**src/rtl/mfs_pkg.sv**
```systemverilog
// Shared types, constants and codes for the maximum-frequency stack.
`timescale 1ns / 1ps
package mfs_pkg;

    localparam int VALUE_BITS    = 32;
    localparam int DISTINCT_KEYS = 16;
    localparam int CAPACITY      = 64;

    localparam int KEY_W   = $clog2(DISTINCT_KEYS);
    localparam int SLOT_AW = $clog2(CAPACITY);
    localparam int PTR_W   = $clog2(CAPACITY + 1);

    typedef logic [VALUE_BITS-1:0] value_t;
    typedef logic [PTR_W-1:0]      ptr_t;
    typedef logic [SLOT_AW-1:0]    slot_addr_t;
    typedef logic [KEY_W-1:0]      key_idx_t;

    localparam ptr_t NIL_SLOT = PTR_W'(CAPACITY);

    localparam logic CMD_PUSH = 1'b0;
    localparam logic CMD_POP  = 1'b1;

    typedef enum logic [1:0] {
        STATUS_DONE  = 2'd0,
        STATUS_EMPTY = 2'd1,
        STATUS_FULL  = 2'd2
    } status_t;

    typedef enum logic [2:0] {
        ST_IDLE,
        ST_LOOK,
        ST_PUSH,
        ST_POP_HEAD,
        ST_POP_SLOT
    } state_t;

    typedef struct packed {
        logic               command;
        logic signed [31:0] value;
    } in_word_t;

    typedef struct packed {
        logic signed [31:0] popped_value;
        status_t            status;
        logic [6:0]         top_level;
    } out_word_t;

    typedef struct packed {
        value_t value;
        ptr_t   below;
    } slot_entry_t;

    typedef struct packed {
        logic        lh_rd_en;
        slot_addr_t  lh_rd_addr;
        logic        lh_wr_en;
        slot_addr_t  lh_wr_addr;
        ptr_t        lh_wr_data;
        logic        fl_rd_en;
        slot_addr_t  fl_rd_addr;
        logic        fl_wr_en;
        slot_addr_t  fl_wr_addr;
        ptr_t        fl_wr_data;
        logic        sl_rd_en;
        slot_addr_t  sl_rd_addr;
        logic        sl_wr_en;
        slot_addr_t  sl_wr_addr;
        slot_entry_t sl_wr_data;
    } store_req_t;

    typedef struct packed {
        ptr_t        lh_data;
        ptr_t        fl_data;
        slot_entry_t sl_data;
    } store_rsp_t;

    typedef struct packed {
        logic     en;
        key_idx_t idx;
        value_t   value;
        ptr_t     count;
    } key_wr_t;

    typedef struct packed {
        logic     hit;
        key_idx_t hit_idx;
        ptr_t     hit_count;
        logic     free_found;
        key_idx_t free_idx;
    } key_rsp_t;

endpackage

```
**src/rtl/mfs_store.sv**
```systemverilog
// Slot store, level heads and free chain, each a memory with registered read.
`timescale 1ns / 1ps
module mfs_store
    import mfs_pkg::*;
(
    input  logic       aclk,
    input  logic       aresetn,
    input  store_req_t req,
    output store_rsp_t rsp
);

    ptr_t        lh_mem [CAPACITY];
    ptr_t        fl_mem [CAPACITY];
    slot_entry_t sl_mem [CAPACITY];
    logic [CAPACITY-1:0] lh_vld_reg;
    logic [CAPACITY-1:0] fl_vld_reg;

    always_ff @(posedge aclk) begin
        if (!aresetn) begin
            lh_vld_reg <= '0;
            fl_vld_reg <= '0;
        end else begin
            if (req.lh_wr_en) begin
                lh_vld_reg[req.lh_wr_addr] <= 1'b1;
            end
            if (req.fl_wr_en) begin
                fl_vld_reg[req.fl_wr_addr] <= 1'b1;
            end
        end
    end

    always_ff @(posedge aclk) begin
        if (req.lh_wr_en) begin
            lh_mem[req.lh_wr_addr] <= req.lh_wr_data;
        end
        if (req.fl_wr_en) begin
            fl_mem[req.fl_wr_addr] <= req.fl_wr_data;
        end
        if (req.sl_wr_en) begin
            sl_mem[req.sl_wr_addr] <= req.sl_wr_data;
        end
    end

    always_ff @(posedge aclk) begin
        if (req.lh_rd_en) begin
            rsp.lh_data <= lh_vld_reg[req.lh_rd_addr] ? lh_mem[req.lh_rd_addr] : NIL_SLOT;
        end
        if (req.fl_rd_en) begin
            rsp.fl_data <= fl_vld_reg[req.fl_rd_addr] ? fl_mem[req.fl_rd_addr]
                                                      : PTR_W'(req.fl_rd_addr) + PTR_W'(1);
        end
        if (req.sl_rd_en) begin
            rsp.sl_data <= sl_mem[req.sl_rd_addr];
        end
    end

endmodule

```
**config.mk**
```make
export PLATFORM = sky130hd
export DESIGN_NAME = mfs_store
export DESIGN_NICKNAME = d
export VERILOG_FILES = /design/src/rtl/mfs_pkg.sv /design/src/rtl/mfs_store.sv
export SDC_FILE = /design/constraint.sdc
export NUM_CORES = 2
export LEC_CHECK = 0
export BUFFER_PORTS_ARGS = -buffer_cell sky130_fd_sc_hd__buf_2
export CELL_PAD_IN_SITES_DETAIL_PLACEMENT = 2
export CELL_PAD_IN_SITES_GLOBAL_PLACEMENT = 2
export CORE_MARGIN = 1
export CORE_UTILIZATION = 40
export DETAILED_ROUTE_END_ITERATION = 10
export PLACE_DENSITY_LB_ADDON = 0.1
export SYNTH_ARGS = -nofsm -noshare
export SYNTH_HDL_FRONTEND = slang
export SYNTH_SLANG_ARGS = --single-unit
export TNS_END_PERCENT = 100
```
**constraint.sdc**
```tcl
create_clock -name aclk -period 5.2 [get_ports aclk]
set_input_delay 0.26 -clock aclk [delete_from_list [all_inputs] [get_ports aclk]]
set_output_delay 0.26 -clock aclk [all_outputs]
set_load 0.03 [all_outputs]
```
* After elaboration in Yosys (flattened, before gate mapping) *
Memory sizes are Yosys's and may differ from the RTL's. A register that Yosys moved wholly into a read port is not among the register bits.
Index checks and enable logic that the tools add are counted.

cells by class
  bitwise gates (word level) = 2
  order comparisons = 6
  reduce and logical (&&, ||, !) cells = 3
  muxes and demuxes = 15
  add/sub/neg operators = 1

operators by type and width
  cell                                                                   number
  64-bit bitwise OR                                                      2
  6-bit by 7-bit < comparator with 1-bit output, second input constant   4
  1-bit binary-select mux with 6-bit select                              2
  1-bit demux with 6-bit select                                          2
  6-bit by 1-bit >= comparator with 1-bit output, second input constant  2
  1-bit 2-to-1 mux                                                       10
  6-bit by 1-bit adder with 7-bit output, second input constant          1
  7-bit 2-to-1 mux                                                       1
  1-bit logical AND                                                      2
  1-bit logical NOT                                                      1

word-level totals
  flip-flop bits (word level) = 135
  output and inout bits = 53
  memories kept = 3
  input port bits = 97
  logic and storage cells = 33
  bits in writable memories = 3,392

memories
  memory  depth  bits a word  rd ports  clocked after memory_dff  wr ports  line             RTL
  sl_mem  64     39           1         1                         1         mfs_store.sv:14  slot_entry_t sl_mem [CAPACITY];
  fl_mem  64     7            1         0                         1         mfs_store.sv:13  ptr_t fl_mem [CAPACITY];
  lh_mem  64     7            1         1                         1         mfs_store.sv:12  ptr_t lh_mem [CAPACITY];

* Logic depth before layout (Yosys ltp) *
  depth after elaboration = 5
  gate-level depth with buffers = 12
  depth with buffers taken out = 6

* Least setup slack after synthesis *
Ideal clock, no wire load.

  kind = in2reg
  start = input req[43] in the netlist's numbering
  end = memory sl_mem[0][0] in the netlist's numbering, enable pin
  buffers on the path = 1
  path slack = 1.107 ns
  required time = 4.716 ns
  setup time = 0.484 ns
  data arrival time = 3.610 ns
  stages on the path = 4
  cells stage by stage = clkbuf_1 -> nor4b_1 -> nand2b_1 -> nor3_1

RTL lines
  element             line             RTL
  start: declaration  mfs_store.sv:8   input store_req_t req,
  end: declaration    mfs_store.sv:14

Straight into the memory's write port.

* Worst setup path in the final report *
  start = input req[41] in the netlist's numbering
  end = memory sl_mem[13][13] in the netlist's numbering, enable pin

Straight into the memory's write port.

==> impl_metrics.toml <==
[run_status]
status = "finished, final reports clean"

[logic_synthesis]
ys.flop_type = "edfxtp_1"
synth.top_cell.area_share_pct = 76.1
netlist_area_um2 = 136000
syn_inst = 5640
synth_cell_types = 50
synth-seq-area-share_pct = 77.9
synth_commonest_cells = "3,445 x edfxtp_1, 1,081 x mux4_2, 206 x nor2_1, 175 x clkbuf_1"
post-synth-top-count-cell = "edfxtp_1"
synth_fp_nets = 5738
yosys_warnings = 0
synth-edff-count = 3445
ys_seq_elements = 3573
async_reset_ff_share_pct = 0
synth_top_area_cell = "edfxtp_1"
syn_avg_cell_area_um2 = 24.1
yosys-top-cells-area = "edfxtp_1 76%, mux4_2 18%, dfxtp_1 1.9%"

[global_routing]
grt_pass1_wl_mm = 561
overflow = 0
grt_pass1_vias = 68700
antenna_found_initial = 31
grt_max_degree = 76
grt_usage_pct = 23.6

[sta]
max_freq_mhz = 344
fin_tns_setup_ps = 0
setup_viol_count_final = 0
fin_crit_sh_pct = 55.8
whs_ps = 47.1
hold_violations = 0
rsz0062_at_grt = "false"
slew_headroom_pct = 17.1
skew_ps = 57.1
tightestPinTransition_ps = 1240
slew_violations = 0
fin_crit_ps = 2900

[placement]
placed_cells = 10200
globalplace.congestion = 0.750
io_buffers = 149
place.detailed.hpwl_mm = 225

[clock_network]
cts.sinks = 3573
path_clk_slew_ps = 60
root_buffer = "clkbuf_16"
clockBufferDepth = 4
numCtsBuffers = 386
insertion_delay_ps = 960
htreeDepth = 5
cts_tree = "done"

[setup_path]
cp-end-kind = "register"
worstPathCellList = "dlygate4sd3_1, buf_2, nor2b_1, nand3_1, nor2_4, buf_12"
max_stage_delay_ps = 1020
slowest_stage = "nor2_4"
critPathMaxFanout = 24
cp_top_family = "simple AND/OR/NAND/NOR gates"
crit_required_ps = 5770
crit_type = "input pin to register"
critPathBufInv = 3
arrival_ps = 3470
start_kind = "input pin"

[finish]
top_regs = "sl_mem x2496, fl_mem x448, lh_mem x448"
regArea_um2 = 106000
top_register = "sl_mem"
area_delta_synth_final_pct = 15.0
finalNetCount = 6192
drive_gt1_share_pct = 31.8
nFillCells = 29700
largest_reg_flops = 2496
final_cell_count_no_fill = 10900
multi_input_area_um2 = 29100
final_util_pct = 46.3

[route]
ant_nets = 0
vias = 63700
firstDrtPassIters = 7
initialDrtViolationCount = 6010
avgRoutedWirePerCell_um = 36.9
drcViolationCount = 0
wirelength_mm = 403
routed_via_density = 5.82

[floorplanning]
start_util_pct = 40.3
dieArea_um2 = 342000
die_w_um = 585
die_y_um = 585
rows = 213
core_um2 = 337000
io-pin-count = 150

[hold_path]
min_path_type = "input pin to register"

[pwr]
p_per_area_nw_per_um2 = 395
power_leakage_nw = 48.4
finalPower_w = 0.0618
worst_ir_drop_vdd_mv = 0.302

[flow_run]
max_cap_viol_count = 0
power breakdown:
group	internal [W]	total, W	switching (W)
Clock	0.0155	0.0269	0.0115
Sequential	0.0318	0.0319	0.000105
Combinational	0.00117	0.00294	0.00177
placed cells by master, fill, tap and decap left out, types with 29 or more instances in the layout:
cell type  netlist  final
edfxtp_1      3445   3445
mux4_2        1081   1081
clkbuf_16        0    388
nor2_1         206    144
buf_2           80    137
buf_4           15    134
o21a_1         128    128
dfxtp_1        128    128
clkbuf_1       175     99
clkinv_1         0     81
mux2i_1         79     79
buf_12           0     68
clkinv_2         0     66
nor2_4           0     62
nand2_1         39     39
bufinv_16        0     30
nor2b_1         29     29
routing by layer:
layer / global-route usage (%) / up-vias / part of all wire (%)
li1: - / 25300 / -
met1: 31.4 / 35900 / 41
met2: 41.4 / 1956 / 52
met3: 3.01 / 536 / 4.9
met4: 5.73 / 10 / 2.4
met5: 0 / - / 0.014
cell type report:
type / count / share of cell area, %
clock buffer: 505 / 6.61
sequential: 3573 / 67.8
clock inverter: 206 / 1.19
timing repair buffer: 373 / 2.19
inverter: 3 / 0.00720
antenna: 9 / 0.0144
multi-input combinational: 1757 / 18.6
tap: 4515 / 3.61
stage by stage:
stage	instance area, um^2	setup slack, ps
final	156000	2300
after CTS	156000	2340
after floorplan	136000	1110
after detailed placement	144000	1530
after global routing	156000	2310
after global placement	144000	1580
worst reg2reg max path, cell delays in order (launching register included):
cell	delay [ps]
dfxtp_1	320
mux4_2	520
mux4_2	490
mux2i_1	420
nand2_1	130
o21ai_1	340
nor2b_1	110
cells by family (layout without fill, tap and decap cells):
group,after synthesis,after routing,share of synthesized area [%]
and+or+nand+nor,345,345,1.14
muxes,1174,1174,18.6
buffers and inverters,310,1087,1.04
xor gates and xnor gates,3,3,0.0193
adders and majority gates,1,1,0.00920
AOI/OAI and AO/OA,234,234,1.26
other,0,9,0
DFF,3573,3573,77.9
path summary, 6_finish.rpt:
path                                                  start                     endpoint  slack, ps  cells after the start
worst max-delay path                                req[41]     sl_mem[13][13]$_DFFE_PP_       2300                      6
worst min-delay path                                 req[4]      sl_mem[58][4]$_DFFE_PP_         50                      1
worst max register to register  lh_vld_reg[63]$_SDFFE_PN0P_        rsp[51]$_SDFFCE_PN0P_       2590                      6
worst min register to register  lh_vld_reg[21]$_SDFFE_PN0P_  lh_vld_reg[21]$_SDFFE_PN0P_        460                      1
what timing repair did:
item,CTS,global route
hold buffers,27,0
resized for setup,0,0
hold endpoints to repair,609,0
buffers inserted,0,0
Power figures use the tool's default switching activity.
