[config.mk]
export PLATFORM = sky130hd
export DESIGN_NAME = mfs_keys
export DESIGN_NICKNAME = d
export VERILOG_FILES = /design/src/rtl/mfs_pkg.sv /design/src/rtl/mfs_keys.sv
export SDC_FILE = /design/constraint.sdc
export NUM_CORES = 1
export LEC_CHECK = 0
export BUFFER_PORTS_ARGS = -buffer_cell sky130_fd_sc_hd__buf_4
export CELL_PAD_IN_SITES_DETAIL_PLACEMENT = 1
export CELL_PAD_IN_SITES_GLOBAL_PLACEMENT = 1
export CORE_MARGIN = 8
export CORE_UTILIZATION = 57
export DETAILED_ROUTE_END_ITERATION = 10
export PLACE_DENSITY = 0.83
export SLEW_MARGIN = 20
export SYNTH_ARGS = -nofsm -noshare
export SYNTH_HDL_FRONTEND = slang
export SYNTH_SLANG_ARGS = --single-unit
[constraint.sdc]
create_clock -name aclk -period 9.2 [get_ports aclk]
set_clock_uncertainty 0.05 [all_clocks]
set_input_delay 0.92 -clock aclk [delete_from_list [all_inputs] [get_ports aclk]]
set_output_delay 0.92 -clock aclk [all_outputs]
set_load 0.02 [all_outputs]
[src/rtl/mfs_pkg.sv]
// Shared types, constants and codes for the maximum-frequency stack.
`timescale 1ns / 1ps
package mfs_pkg;

    localparam int VALUE_BITS    = 32;
    localparam int DISTINCT_KEYS = 16;
    localparam int CAPACITY      = 64;

    localparam int KEY_W   = $clog2(DISTINCT_KEYS);
    localparam int SLOT_AW = $clog2(CAPACITY);
    localparam int PTR_W   = $clog2(CAPACITY + 1);

    typedef logic [VALUE_BITS-1:0] value_t;
    typedef logic [PTR_W-1:0]      ptr_t;
    typedef logic [SLOT_AW-1:0]    slot_addr_t;
    typedef logic [KEY_W-1:0]      key_idx_t;

    localparam ptr_t NIL_SLOT = PTR_W'(CAPACITY);

    localparam logic CMD_PUSH = 1'b0;
    localparam logic CMD_POP  = 1'b1;

    typedef enum logic [1:0] {
        STATUS_DONE  = 2'd0,
        STATUS_EMPTY = 2'd1,
        STATUS_FULL  = 2'd2
    } status_t;

    typedef enum logic [2:0] {
        ST_IDLE,
        ST_LOOK,
        ST_PUSH,
        ST_POP_HEAD,
        ST_POP_SLOT
    } state_t;

    typedef struct packed {
        logic               command;
        logic signed [31:0] value;
    } in_word_t;

    typedef struct packed {
        logic signed [31:0] popped_value;
        status_t            status;
        logic [6:0]         top_level;
    } out_word_t;

    typedef struct packed {
        value_t value;
        ptr_t   below;
    } slot_entry_t;

    typedef struct packed {
        logic        lh_rd_en;
        slot_addr_t  lh_rd_addr;
        logic        lh_wr_en;
        slot_addr_t  lh_wr_addr;
        ptr_t        lh_wr_data;
        logic        fl_rd_en;
        slot_addr_t  fl_rd_addr;
        logic        fl_wr_en;
        slot_addr_t  fl_wr_addr;
        ptr_t        fl_wr_data;
        logic        sl_rd_en;
        slot_addr_t  sl_rd_addr;
        logic        sl_wr_en;
        slot_addr_t  sl_wr_addr;
        slot_entry_t sl_wr_data;
    } store_req_t;

    typedef struct packed {
        ptr_t        lh_data;
        ptr_t        fl_data;
        slot_entry_t sl_data;
    } store_rsp_t;

    typedef struct packed {
        logic     en;
        key_idx_t idx;
        value_t   value;
        ptr_t     count;
    } key_wr_t;

    typedef struct packed {
        logic     hit;
        key_idx_t hit_idx;
        ptr_t     hit_count;
        logic     free_found;
        key_idx_t free_idx;
    } key_rsp_t;

endpackage

[src/rtl/mfs_keys.sv]
// Key table: distinct values with their counts and a parallel search.
`timescale 1ns / 1ps
module mfs_keys
    import mfs_pkg::*;
(
    input  logic     aclk,
    input  logic     aresetn,
    input  value_t   search_value,
    input  key_wr_t  wr,
    output key_rsp_t rsp
);

    value_t key_value_reg [DISTINCT_KEYS];
    ptr_t   key_count_reg [DISTINCT_KEYS];

    always_ff @(posedge aclk) begin
        if (!aresetn) begin
            for (int i = 0; i < DISTINCT_KEYS; i++) begin
                key_count_reg[i] <= '0;
            end
        end else if (wr.en) begin
            key_count_reg[wr.idx] <= wr.count;
        end
    end

    always_ff @(posedge aclk) begin
        if (wr.en) begin
            key_value_reg[wr.idx] <= wr.value;
        end
    end

    always_comb begin
        rsp = '0;
        for (int i = DISTINCT_KEYS - 1; i >= 0; i--) begin
            if (key_count_reg[i] != '0 && key_value_reg[i] == search_value) begin
                rsp.hit       = 1'b1;
                rsp.hit_idx   = KEY_W'(i);
                rsp.hit_count = key_count_reg[i];
            end
            if (key_count_reg[i] == '0) begin
                rsp.free_found = 1'b1;
                rsp.free_idx   = KEY_W'(i);
            end
        end
    end

endmodule

After elaboration in Yosys (flattened, before gate mapping)
Memory sizes are Yosys's and may differ from the RTL's.
Index checks and enable logic that the tools add are counted.
- memories kept: 2
- input port bits: 78
- word-level logic and storage cells: 107
- bits in writable memories: 624
- output and inout port bits: 17
- flip-flop bits (word level): 0
- memory list (name ; depth ; width ; rd ports ; clocked after Yosys merged registers in ; wr ports ; RTL line ; source):
    key_value_reg ; 16 ; 32 ; 16 ; 0 ; 1 ; mfs_keys.sv:13 ; value_t key_value_reg [DISTINCT_KEYS];
    key_count_reg ; 16 ; 7 ; 16 ; 0 ; 16 ; mfs_keys.sv:14 ; ptr_t key_count_reg [DISTINCT_KEYS];
- reductions and logical operators: 49
- multiplexer cells: 40
- equal/unequal tests: 16
- operators by type and width (operator ; count):
    $eq A32 B32 Y1 ; 16
    $mux W12 ; 16
    $logic_not A7 Y1 ; 16
    $reduce_bool A7 Y1 ; 16
    $mux W5 ; 16
    $logic_and A1 B1 Y1 ; 16
    $mux W7 ; 1
    $reduce_or A7 Y1 ; 1
    $mux W1 ; 6
    $mux W4 ; 1

Longest topological paths before layout
- depth after elaboration: 18
- depth in mapped cells: 12
- gate-level depth less buffers: 9

Worst setup path before layout
Ideal clock, no wire load.
- kind: input to register
- from: input wr[42] (netlist bit)
- to: memory key_count_reg[12][0] (netlist bit), enable pin
- arrival time: 4076 ps
- buffers on the path: 1
- path slack: 4744 ps
- stages: 4
- setup time: 329 ps
- data required time: 8821 ps
- cells stage by stage: clkbuf_1 > nand3_1 > nor3_1 > nand2b_1
- RTL lines (item ; RTL line ; source):
    start, declared ; mfs_keys.sv:9 ; input key_wr_t wr,
    end, declared ; mfs_keys.sv:14 ;

==> metrics.txt <==
# TYPE chip_impl_metric gauge
chip_impl_info{name="outcome",value="finished clean"} 1
chip_impl_metric{name="final_critical_path_setup_slack",unit="ns"} 3.09
chip_impl_metric{name="post-route-drc-count",unit=""} 0
chip_impl_metric{name="cts.clk_slew.worst_paths",unit="ns"} 0.06
chip_impl_info{name="clk_root_buffer_cell",value="sky130_fd_sc_hd__clkbuf_16"} 1
chip_impl_metric{name="timing.max_cap.violations",unit=""} 0
chip_impl_metric{name="area_delta_synth_final",unit="%"} 12.4
chip_impl_info{name="synth_most_common_cell",value="sky130_fd_sc_hd__edfxtp_1"} 1
chip_impl_info{name="cp_top_family",value="simple AND/OR/NAND/NOR gates"} 1
chip_impl_metric{name="post_drt_wl_per_cell",unit="um"} 38.5
chip_impl_metric{name="cts.repair_timing.setup_buffer_count",unit=""} 0
chip_impl_metric{name="critical_path.max_fanout",unit=""} 16
chip_impl_metric{name="numPlacedInstances",unit=""} 2506
chip_impl_info{name="synth_top_family_by_area",value="XOR/XNOR gates"} 1
chip_impl_metric{name="synthMuxAreaShare",unit=""} 0.00108
chip_impl_metric{name="design.die.area",unit="um^2"} 55900
chip_impl_info{name="tritoncts",value="yes"} 1
chip_impl_metric{name="critPathBufInv",unit=""} 2
chip_impl_metric{name="cellLeakagePower",unit="nW"} 10.5
chip_impl_metric{name="core-area",unit="um^2"} 47800
chip_impl_metric{name="first_pass_grt_wire_length",unit="um"} 140000
chip_impl_metric{name="synth_xor_area_frac",unit=""} 0.163
chip_impl_metric{name="vias",unit=""} 18100
chip_impl_metric{name="max-slew-margin-rel",unit=""} 0.0996
chip_impl_metric{name="final-hold-violation-count",unit=""} 0
chip_impl_metric{name="post_cts.resized_instances",unit=""} 0
chip_impl_metric{name="largest_register_ffs",unit=""} 512
chip_impl_info{name="setup.worst_path.end_class",value="output pin"} 1
chip_impl_metric{name="die_height",unit="um"} 236
chip_impl_metric{name="instances_no_fill",unit=""} 2626
chip_impl_metric{name="power.ir.vdd_worst",unit="uV"} 160
chip_impl_metric{name="vias_per_cell",unit=""} 6.88
chip_impl_info{name="startpoint_type",value="input pin"} 1
chip_impl_metric{name="tns",unit="ns"} 0
chip_impl_metric{name="clockBufferDepth",unit=""} 3
chip_impl_metric{name="htreeDepth",unit=""} 3
chip_impl_metric{name="gr-usage-all-layers",unit=""} 0.351
chip_impl_info{name="synthDominantAreaCellType",value="sky130_fd_sc_hd__edfxtp_1"} 1
chip_impl_metric{name="grt_antenna_before_repair",unit=""} 4
chip_impl_metric{name="fin_total_pwr",unit="mW"} 6.38
chip_impl_metric{name="flops_latches_synth",unit=""} 624
chip_impl_info{name="crit_type",value="input pin to output pin"} 1
chip_impl_metric{name="synth_edf_count",unit=""} 624
chip_impl_info{name="slowest_stage",value="sky130_fd_sc_hd__nor3_1"} 1
chip_impl_metric{name="post_synthesis_instance_area",unit="um^2"} 27700
chip_impl_metric{name="cts_bufs_inserted",unit=""} 66
chip_impl_metric{name="post_placement_worst_setup_slack",unit="ns"} 3.36
chip_impl_metric{name="port_buffers",unit=""} 94
chip_impl_info{name="path_cells",value="buf_4 > xor2_1 > nor4_1 > nand4_1 > nor3_1 > or2_2 > nand2b_1 > a311oi_1 > o311ai_1 > a31oi_1 > buf_4"} 1
chip_impl_metric{name="drtIter0Drc",unit=""} 2691
chip_impl_metric{name="syn_nets",unit=""} 1947
chip_impl_metric{name="report.final.slew_viol_count",unit=""} 0
chip_impl_metric{name="die_x",unit="um"} 236
chip_impl_info{name="holdCritPathClass",value="input pin to flop"} 1
chip_impl_metric{name="gp_congestion",unit=""} 0.932
chip_impl_metric{name="worst_slew_pin_slew",unit="ns"} 1.34
chip_impl_metric{name="via_count_of_the_first_global_routing_pass",unit=""} 18800
chip_impl_metric{name="post_layout_min_period",unit="ns"} 6.11
chip_impl_info{name="commonest_cells_in_the_synthesized_netlist",value="sky130_fd_sc_hd__edfxtp_1, sky130_fd_sc_hd__xor2_1, sky130_fd_sc_hd__nor4_1"} 1
chip_impl_metric{name="worst_ep_required_time",unit="ns"} 8.23
chip_impl_metric{name="post_synthesis_simple_gate_area_fraction",unit=""} 0.101
chip_impl_metric{name="largest_net_degree_at_the_start_of_global_routing",unit=""} 40
chip_impl_metric{name="postSynthCellCount",unit=""} 1869
chip_impl_metric{name="dp.final_hpwl",unit="um"} 61700
chip_impl_metric{name="clock-sinks",unit=""} 624
chip_impl_metric{name="synth.yosys.warnings",unit=""} 0
chip_impl_metric{name="synth_top_cell_area_share",unit=""} 0.676
chip_impl_metric{name="hold-worst-slack",unit="ns"} 0.644
chip_impl_metric{name="area_fraction_in_compound_gates_after_synthesis",unit=""} 0.0324
chip_impl_metric{name="asyncSetResetFlopFracSynth",unit=""} 0
chip_impl_info{name="critPathMostFrequentCell",value="sky130_fd_sc_hd__buf_4"} 1
chip_impl_info{name="synth_top_flop_cell",value="sky130_fd_sc_hd__edfxtp_1"} 1
chip_impl_metric{name="seq_area_frac_synth",unit=""} 0.676
chip_impl_metric{name="num-fill-cells",unit=""} 4279
chip_impl_metric{name="num_io_pins",unit=""} 95
chip_impl_metric{name="sequential_cell_area",unit="um^2"} 18700
chip_impl_info{name="post_synth_main_area_contributors",value="sky130_fd_sc_hd__edfxtp_1, sky130_fd_sc_hd__xor2_1, sky130_fd_sc_hd__xnor2_1, sky130_fd_sc_hd__nor4_1, sky130_fd_sc_hd__and2_1"} 1
chip_impl_metric{name="totalWireLength",unit="um"} 101000
chip_impl_metric{name="core.rowCount",unit=""} 80
chip_impl_metric{name="layout_worst_path_cycle_share",unit=""} 0.664
chip_impl_metric{name="power-per-cell-area",unit="nW/um^2"} 205
chip_impl_metric{name="drive_above_1_share",unit=""} 0.128
chip_impl_metric{name="initial_cell_density_of_the_core",unit=""} 0.579
chip_impl_metric{name="finalSetupViolations",unit=""} 0
chip_impl_info{name="grt_setup_unrepaired",value="false"} 1
chip_impl_metric{name="worst-endpoint-arrival",unit="ns"} 5.14
chip_impl_metric{name="multiInputGateArea",unit="um^2"} 8410
chip_impl_metric{name="synth.lib_cells_used.distinct",unit=""} 52
chip_impl_metric{name="grt.overflow.total",unit=""} 0
chip_impl_metric{name="cts.hold.buffers_added",unit=""} 0
chip_impl_metric{name="critical_path.max_stage_delay",unit="ns"} 0.92
chip_impl_metric{name="detailed_router_iteration_count_before_antenna_repair",unit=""} 5
chip_impl_metric{name="final_nets",unit=""} 2040
chip_impl_metric{name="syn-mean-instance-area",unit="um^2"} 14.8
chip_impl_metric{name="post_synth_fa_ha_maj_area_fraction",unit=""} 0
chip_impl_metric{name="detail-route-antenna-nets",unit=""} 0
chip_impl_metric{name="clock.fmax",unit="MHz"} 164
==> cells in the final DEF, fill, tap and decap left out, types with 39 or more instances in the layout <==
cell / netlist / routed
sky130_fd_sc_hd__clkbuf_16: 0 / 68
sky130_fd_sc_hd__nand4_1: 48 / 48
sky130_fd_sc_hd__and2_1: 106 / 106
sky130_fd_sc_hd__nand2_1: 39 / 39
sky130_fd_sc_hd__xnor2_1: 100 / 100
sky130_fd_sc_hd__a21oi_1: 62 / 62
sky130_fd_sc_hd__edfxtp_1: 624 / 624
sky130_fd_sc_hd__buf_4: 18 / 111
sky130_fd_sc_hd__nor4_1: 117 / 113
sky130_fd_sc_hd__xor2_1: 408 / 408
==> power by group <==
part           internal [mW]  switching, mW  leakage (nW)
clock network           1.52           1.17          1.02
registers               3.21         0.0463          5.70
logic                  0.114          0.326          3.81
==> final cells by class <==
| class | instances | area share |
|---|---|---|
| Antenna cell | 5 | 0.000402 |
| Clock buffer | 76 | 0.0556 |
| Clock inverter | 36 | 0.0116 |
| Inverter | 39 | 0.00470 |
| Multi-Input combinational cell | 1115 | 0.270 |
| Sequential cell | 624 | 0.602 |
| Tap cell | 615 | 0.0247 |
| Timing Repair Buffer | 116 | 0.0312 |
==> metal layers <==
layer,part of all wire,global-route usage,vias to the layer above
met4,0.055,0.182,2
met3,0.13,0.0992,324
met2,0.47,0.560,1551
met1,0.35,0.435,9150
met5,0.00012,0,-
li1,-,-,7033
==> worst paths after layout <==
path | start | end | slack, ns | cells after the start
worst max-delay path | search_value[11] | rsp[5] | 3.09 | 11
worst min-delay path | wr[38] | key_value_reg[11][31]$_DFFE_PP_ | 0.64 | 1
==> metrics by stage <==
stage	utilization	instance area, um^2
after floorplan	-	27700
after global routing	0.651	31100
after CTS	0.649	31000
after detailed placement	0.605	28900
final	0.651	31100
after global placement	0.604	28900
==> cell families after synthesis <==
kind of cell,Yosys count
flops,624
buf+inv,130
mux,3
simple gates,454
compound gates,146
xor+xnor,512
Power figures use the tool's default switching activity.
